==> src/hw/rtl/chs_mod.sv <==
// ----------------------------------------------------------------------------
// chs_mod
// Bit-serial remainder unit, one dividend bit per cycle.
// ----------------------------------------------------------------------------
module chs_mod #(
  parameter int KW = 32,
  parameter int BW = 9
) (
  input  logic          clk,
  input  logic          rst_n,
  input  logic          start,
  input  logic [KW-1:0] dividend,
  input  logic [BW-1:0] divisor,
  output logic          done,
  output logic [BW-1:0] rem
);

  localparam int CW = $clog2(KW + 1);

  logic          busy_r, busy_nxt;
  logic          done_r, done_nxt;
  logic [CW-1:0] cnt_r, cnt_nxt;
  logic [KW-1:0] quo_r, quo_nxt;
  logic [BW-1:0] rem_r, rem_nxt;
  logic [BW-1:0] div_r, div_nxt;
  logic [BW:0]   trial;
  logic [BW:0]   diff;

  assign trial = {rem_r, quo_r[KW-1]};
  assign diff  = trial - {1'b0, div_r};

  always_comb begin
    busy_nxt = busy_r;
    done_nxt = 1'b0;
    cnt_nxt  = cnt_r;
    quo_nxt  = quo_r;
    rem_nxt  = rem_r;
    div_nxt  = div_r;
    if (start) begin
      busy_nxt = 1'b1;
      cnt_nxt  = CW'(KW);
      quo_nxt  = dividend;
      rem_nxt  = '0;
      div_nxt  = divisor;
    end else if (busy_r) begin
      quo_nxt = quo_r << 1;
      if (trial >= {1'b0, div_r}) begin
        rem_nxt = diff[BW-1:0];
      end else begin
        rem_nxt = trial[BW-1:0];
      end
      cnt_nxt = cnt_r - CW'(1);
      if (cnt_r == CW'(1)) begin
        busy_nxt = 1'b0;
        done_nxt = 1'b1;
      end
    end
  end

  always_ff @(posedge clk) begin
    if (!rst_n) begin
      busy_r <= 1'b0;
      done_r <= 1'b0;
      cnt_r  <= '0;
    end else begin
      busy_r <= busy_nxt;
      done_r <= done_nxt;
      cnt_r  <= cnt_nxt;
    end
  end

  always_ff @(posedge clk) begin
    quo_r <= quo_nxt;
    rem_r <= rem_nxt;
    div_r <= div_nxt;
  end

  assign done = done_r;
  assign rem  = rem_r;

endmodule

==> config.mk <==
export PLATFORM = sky130hd
export DESIGN_NAME = chs_mod
export DESIGN_NICKNAME = d
export VERILOG_FILES = /design/src/hw/rtl/chs_mod.sv
export SDC_FILE = /design/constraint.sdc
export NUM_CORES = 1
export LEC_CHECK = 0
export BUFFER_PORTS_ARGS = -buffer_cell sky130_fd_sc_hd__buf_2
export CAP_MARGIN = 10
export CORE_MARGIN = 3
export CORE_UTILIZATION = 54
export CTS_CLUSTER_DIAMETER = 40
export DETAILED_ROUTE_END_ITERATION = 12
export GPL_TIMING_DRIVEN = 0
export PLACE_DENSITY = 0.88
export SYNTH_ARGS = -nofsm -noshare
export SYNTH_HDL_FRONTEND = slang
export SYNTH_SLANG_ARGS = --single-unit
==> constraint.sdc <==
create_clock -name clk -period 2.6 [get_ports clk]
set_clock_uncertainty 0.05 [all_clocks]
set_input_delay 0.13 -clock clk [delete_from_list [all_inputs] [get_ports clk]]
set_output_delay 0.13 -clock clk [all_outputs]
set_load 0.1 [all_outputs]
==> results.txt, run 1 <==
----------------------------------------------------
[Critical path]
  CP required ... 2.77 ns
  Peak per-stage delay on the critical path ... 0.41 ns
  Flop2flop setup slack ... 0.18 ns
  Worst reg2reg path startpoint ... quo_r[31]$_DFFE_PP_
  Critical Path Fanout Max ... 10
  Slowest cell on crit path ... edfxtp_1
  Worst EP arrival ... 2.59 ns
  Critical path launch point type ... flip-flop
  Sequence of cells on the critical path ... inv_1 > ha_1 > inv_1 > fa_1 > a211oi_2 > o21ai_2 > a31oi_4 > buf_6 > mux2i_1 > o21ai_1
  Critical Path Sink ... rem[2]$_SDFFE_PP0P_
  Crit end category ... flip-flop
  Terminus of the critical flop-to-flop path ... rem[2]$_SDFFE_PP0P_
  Setup crit start ... quo_r[31]$_DFFE_PP_
  Most repeated library cell on the critical path ... inv_1
  Number of cell instances on the worst register-to-register path ... 10
  Kind of critical path ... reg -> reg

[Logic synthesis]
  Flip-flop cell with the highest count after synthesis ... edfxtp_1
  Post-synthesis compound-gate area fraction ... 11.18%
  Number of synthesis warnings ... 0
  Synth Area per Inst ... 13.13 sq um
  Share of Yosys cell area claimed by the top area cell type ... 43.81%
  Sequential fraction of the synthesis area ... 55.92%
  Proportion of register bits with asynchronous set or reset after synthesis ... 0%
  Syn Inst Count ... 214
  Top-count cell post-synth ... edfxtp_1
  Cell types occupying the most area after synthesis ... edfxtp_1 (44%), mux2_2 (12%), dfxtp_1 (12%)
  Number of enable-type register cells in the synthesized netlist ... 41
  Fraction of the mapped netlist area in adder cells ... 5.610%
  Post-synth cell types ... 47
  Post-synth top cells ... edfxtp_1 (41), mux2_2 (31), dfxtp_1 (17), inv_1 (16), nor2_1 (12)
  Number of register bits inferred by synthesis ... 58
  Simple-gate share of the synthesized area ... 7.391%
  Synthesized area ... 2810 sq um
  Library cell occupying the most area in the post-synthesis netlist ... edfxtp_1
  Multiplexer fraction of the synthesized cell area ... 13.49%
  Largest family of logic cells by synthesized area ... multiplexers
  Xor and xnor fraction of the mapped netlist area ... 2.805%
  Nets in the synthesized netlist ... 270

[Outcome]
  Outcome ... finished, final reports clean

[Power and ir drop]
  Peak ir drop on the vdd network ... 0.4868 mV
  Cell leakage power ... 1.431 nW
  Total power ... 2.209 mW
  Power density over cell area ... 636.6 nW/um^2

[Placement]
  Worst slack, placed ... 0.09611 ns
  Detail Placement HPWL ... 3645 um
  Post-Place Cells ... 334
  Port bufs ... 53
  Post-DP Area ... 3162 sq um
  Global placer's final weighted congestion ... 0.8946

[Die]
  Area of the placeable core ... 4880 sq um
  Die area ... 6106 sq um
  DIE WIDTH ... 78.14 um
  Ports placed on the boundary ... 54
  Die height ... 78.14 um
  Number of placement rows ... 25
  Initial core utilization ... 57.59%

[Route]
  Per-cell routed wire length ... 14.33 um
  Detailed-route DRC error count ... 0
  Overall via count from detail_route ... 1895
  Post-detailed-route count of antenna-violating nets ... 0
  Via density per instance ... 5.249
  Wirelength, routed ... 5174 um
  Count of TritonRoute iterations in the first routing pass ... 4
  First DRT Iteration DRCs ... 65

[Timing]
  Final Cycle Share ... 93.01%
  Slew at the pin closest to its max-slew limit ... 0.6213 ns
  Accumulated negative setup slack ... 0 ns
  Minimum clock period after layout ... 2.418 ns
  Remaining max-slew budget at the tightest pin ... 58.53%
  Final setup violation count ... 0
  Worst Slack Setup Final ... 0.1817 ns
  Hold Fails Final Rpt ... 0
  Unrepaired setup endpoints after global routing ... false
  Maximum achievable frequency ... 413.5 MHz
  Slew Limit Fails ... 0

[Layout]
  Cell area after layout ... 3470 sq um
  Number of non-filler instances in the completed layout ... 361
  Share of cells above drive strength 1 ... 38.44%
  Filler cells ... 350
  Number of nets in the finished design ... 345
  Antenna diodes ... 0
  Area growth from synthesis to final layout ... 23.46%

[Job]
  Max Cap Violations ... 0

[Clock network]
  Number of H-tree levels ... 3
  # Post-CTS Setup Buffers ... 0
  Clock latency on the worst-skew pair ... 0.33 ns
  Clock tree from TritonCTS ... built
  Resized Gates After CTS ... 0
  Clock-pin transition on the worst setup and hold timing paths ... 0.07 ns
  TritonCTS Buffers ... 9
  Total clock sinks ... 58
  Hold_buf cts ... 10
  Max clock buf depth ... 2
  Cell chosen for the clock root ... clkbuf_8

[Hold path]
  Type of the worst min-delay path ... in -> reg

[GRT]
  Number of global-route vias before repair ... 1841
  Wire length of the first global-routing pass ... 8549 um
  Initial antenna violation count ... 0
  Largest net degree at the start of global routing ... 33
  GRT overflow ... 0
  Overall fraction of global-route tracks in use ... 18.53%

----------------------------------------------------
[routing by layer]
layer	routed length (um)	track usage (%)	vias to the layer above
li1	-	-	950
met1	2289	23.04	886
met2	2525	28.94	49
met3	264	6.766	10
met4	94	8.392	0
met5	0	0	-
[stage by stage]
stage	hold slack (ns)	utilization [%]
floorplan	0.1789	-
global placement	0.2564	64.79
detailed placement	0.2582	64.79
CTS	0.02108	70.54
global route	0.02552	71.10
finish	0.03562	71.10
[worst max-delay path, delay by kind of cell (launching register included)]
kind	cells	cell delay (ns)
mux	1	0.20
buf+inv	3	0.32
fa+ha+maj	2	0.58
compound gates	4	0.75
flops	1	0.41
[worst min path at each step]
stage	start	end	depth (start not counted)
after CTS	dividend[0]	quo_r[0]$_SDFFCE_PN0P_	2
after floorplan	divisor[0]	div_r[0]$_DFFE_PP_	0
after global routing	dividend[0]	quo_r[0]$_SDFFCE_PN0P_	2
after global placement	divisor[7]	div_r[7]$_DFFE_PP_	1
final	dividend[0]	quo_r[0]$_SDFFCE_PN0P_	2
after detailed placement	divisor[1]	div_r[1]$_DFFE_PP_	1
[kinds of logic (layout without fill, tap and decap cells)]
| family | Yosys count | after routing |
|---|---|---|
| AO/OA/AOI/OAI | 36 | 36 |
| adder cells (fa/ha/maj) | 12 | 12 |
| multiplexers | 34 | 34 |
| XOR/XNOR | 9 | 9 |
| buffers and inverters | 23 | 103 |
| AND/OR/NAND/NOR | 42 | 42 |
| flip-flops | 58 | 58 |
[area by class of cell]
| cell class | instances | area, sq um | share of cell area (%) |
|---|---|---|---|
| repair buffers | 64 | 392.9 | 11.32 |
| plain buffers | 7 | 41.29 | 1.190 |
| flip-flops and latches | 58 | 1574 | 45.37 |
| clock inverters | 5 | 28.78 | 0.8294 |
| clock buffers | 11 | 151.4 | 4.363 |
| multi-input cells | 133 | 1137 | 32.78 |
| inverters | 16 | 60.06 | 1.731 |
| well taps | 67 | 83.83 | 2.416 |
[sequential cells by signal (all words and copies together), names as in the netlist]
name	flops
quo_r	32
div_r	9
rem	9
cnt_r	6
busy_r	1
done	1
[layout by cell type, fill, tap and decap left out, drive strengths merged, types with 3 or more instances in the layout]
cell         netlist  routed
nand3              4       4
mux2              31      31
mux2i              3       3
a32oi              3       3
o31ai              4       4
buf                6      60
xor2               6       6
o21ai              5       5
edfxtp            41      41
xnor2              3       3
nor3               3       3
ha                11      11
inv               16      16
nor2              12      12
dlygate4sd3        0      10
clkinv             0       3
dfxtp             17      17
nand2             11      11
a211oi             5       5
nand2b             3       3
a21oi              5       5
clkbuf             1      12
[power breakdown]
| part | internal (mW) | leakage (nW) | total [mW] | switching (mW) |
|---|---|---|---|---|
| Clock | 0.390 | 0.0888 | 0.742 | 0.352 |
| Sequential | 1.08 | 0.550 | 1.12 | 0.0340 |
| Combinational | 0.159 | 0.792 | 0.351 | 0.192 |
Power figures use the tool's default switching activity.
==> run 2: changes to the inputs <==
--- a/config.mk
+++ b/config.mk
@@ -8,3 +8,3 @@
 export BUFFER_PORTS_ARGS = -buffer_cell sky130_fd_sc_hd__buf_2
-export CAP_MARGIN = 10
+export CAP_MARGIN = 20
 export CORE_MARGIN = 3
@@ -15,2 +15,3 @@
 export PLACE_DENSITY = 0.88
+export SKIP_LAST_GASP = 1
 export SYNTH_ARGS = -nofsm -noshare
==> constraint.sdc (replaced) <==
create_clock -name clk -period 2.6 [get_ports clk]
set_clock_uncertainty 0.05 [all_clocks]
set_input_delay 0.52 -clock clk [delete_from_list [all_inputs] [get_ports clk]]
set_output_delay 0.52 -clock clk [all_outputs]
set_load 0.1 [all_outputs]
==> run 2 against run 1 <==
Against the previous run: routed wire length up 1.3%; first-iteration DRC count up 20%; die area unchanged.
==> results.txt, run 2 (synthesized netlist as in run 1, its figures left out) <==
----------------------------------------------------
[Layout]
  Commonest non-fill, non-tap cell in the layout ... buf_2
  Antenna diodes ... 0
  Commonest cells after routing, fill and taps aside ... buf_2 (53), edfxtp_1 (41), mux2_2 (31)
  Filler cells ... 369
  Number of nets in the finished design ... 335
  Area growth from synthesis to final layout ... 20.93%
  Share of cells above drive strength 1 ... 39.44%
  Register name with the most flops ... quo_r
  Max reg flops ... 32

[Critical path]
  Crit end category ... flip-flop
  Critical path buffers and inverters ... 3
  CP required ... 2.76 ns
  Critical Path Fanout Max ... 10
  Kind of critical path ... reg -> reg
  Worst EP arrival ... 2.57 ns
  Slowest cell on crit path ... edfxtp_1
  Critical path launch point type ... flip-flop
  Kind of cell adding the most delay to the critical path ... compound AO/OA/AOI/OAI gates
  Sequence of cells on the critical path ... inv_1 > ha_1 > inv_1 > fa_1 > a211oi_2 > o21ai_2 > a31oi_4 > buf_6 > mux2i_1 > o21ai_1
  Flop2flop setup slack ... 0.19 ns
  Peak per-stage delay on the critical path ... 0.42 ns
  Most repeated library cell on the critical path ... inv_1

[Route]
  First DRT Iteration DRCs ... 78
  Detailed-route DRC error count ... 0
  Overall via count from detail_route ... 1873
  Wirelength, routed ... 5242 um
  Count of TritonRoute iterations in the first routing pass ... 4
  Per-cell routed wire length ... 14.93 um
  Post-detailed-route count of antenna-violating nets ... 0
  Via density per instance ... 5.336

[Power and ir drop]
  Switching Share ... 24.69%
  P_int ... 1.764 mW
  Share of total power in the clock network ... 37.8%
  Power density over cell area ... 689.3 nW/um^2
  Proportion of power drawn by flip-flops and latches ... 47.6%
  Combinational cell fraction of total power ... 14.6%
  Peak ir drop on the vdd network ... 0.5530 mV
  Switch Pwr ... 578.4 uW
  Cell leakage power ... 1.404 nW

[Timing]
  Unrepaired setup endpoints after global routing ... false
  Minimum clock period after layout ... 2.414 ns
  Slew Limit Fails ... 0
  Final Cycle Share ... 92.84%
  Final setup violation count ... 0
  Slew at the pin closest to its max-slew limit ... 0.5902 ns
  Maximum achievable frequency ... 414.3 MHz
  Remaining max-slew budget at the tightest pin ... 60.61%
  Hold Fails Final Rpt ... 0
  Worst Slack Setup Final ... 0.1862 ns
  Tightest hold margin ... 0.3118 ns

[Clock network]
  Number of H-tree levels ... 3
  Clock-pin transition on the worst setup and hold timing paths ... 0.07 ns
  Total clock sinks ... 58
  Clock latency on the worst-skew pair ... 0.33 ns
  Clock tree from TritonCTS ... built
  Cell chosen for the clock root ... clkbuf_8
  Resized Gates After CTS ... 0
  TritonCTS Buffers ... 9
  Max clock buf depth ... 2
  Hold_buf cts ... 0
  # Post-CTS Setup Buffers ... 0

[GRT]
  Wire length of the first global-routing pass ... 8611 um
  Largest net degree at the start of global routing ... 21
  GRT overflow ... 0
  Overall fraction of global-route tracks in use ... 18.61%
  Number of global-route vias before repair ... 1851
  Initial antenna violation count ... 0

[Die]
  Ports placed on the boundary ... 54
  Die height ... 78.14 um
  Die area ... 6106 sq um
  Area of the placeable core ... 4880 sq um
  Number of placement rows ... 25
  DIE WIDTH ... 78.14 um
  Initial core utilization ... 57.59%

[Hold path]
  Type of the worst min-delay path ... in -> reg

[Placement]
  Detail Placement HPWL ... 3853 um
  Global placer's final weighted congestion ... 0.8946
  Port bufs ... 53
  Worst slack, placed ... 0.01295 ns

[Outcome]
  Outcome ... finished, final reports clean

[Job]
  Max Cap Violations ... 0

----------------------------------------------------
[run 2: worst paths after layout]
kind	start	end	cells after the start
worst max-delay path	quo_r[31]$_DFFE_PP_	rem[2]$_SDFFE_PP0P_	10
worst min-delay path	divisor[6]	div_r[6]$_DFFE_PP_	1
worst max register to register	quo_r[31]$_DFFE_PP_	rem[2]$_SDFFE_PP0P_	10
worst min register to register	rem[8]$_SDFFE_PP0P_	rem[8]$_SDFFE_PP0P_	2
[run 2: cell type report]
class                      count  area [sq um]  area share [%]
multi-input combinational    133          1137           33.47
clock buffer                  10         127.6           3.756
clock inverter                 6         81.33           2.393
buffer                         7         41.29           1.215
tap                           67         83.83           2.467
sequential                    58          1574           46.32
inverter                      16         60.06           1.767
timing repair buffer          54         292.8           8.616
[run 2: layer usage]
layer / global-route usage, % / vias to the layer above / share of wire [%]
met5: 0 / - / 0
met4: 7.867 / 0 / 1.4
met1: 22.31 / 880 / 43
li1: - / 930 / -
met2: 29.97 / 56 / 49
met3: 7.225 / 7 / 7.2
[run 2: stage by stage]
| stage | power, mW | setup TNS, ns | instances | util, % | cell area (sq um) |
|---|---|---|---|---|---|
| 2_1_floorplan | 1.376 | 0 | 214 | - | 2813 |
| 3_3_place_gp | 1.454 | -8.030 | 334 | 64.79 | 3162 |
| 3_5_place_dp | 1.475 | 0 | 335 | 65.36 | 3189 |
| 4_1_cts | 2.371 | 0 | 351 | 69.64 | 3398 |
| 5_1_grt | 2.442 | 0 | 351 | 69.64 | 3398 |
| 6_report | 2.342 | 0 | 351 | 69.64 | 3398 |
[run 2: power by group through the flow]
stage | sequential, mW | clock [mW] | combinational [mW]
global route | 1.12 | 0.943 | 0.375
finish | 1.12 | 0.885 | 0.342
CTS | 1.12 | 0.912 | 0.344
global placement | 1.13 | 0 | 0.322
floorplan | 1.16 | 0 | 0.211
detailed placement | 1.13 | 0 | 0.341
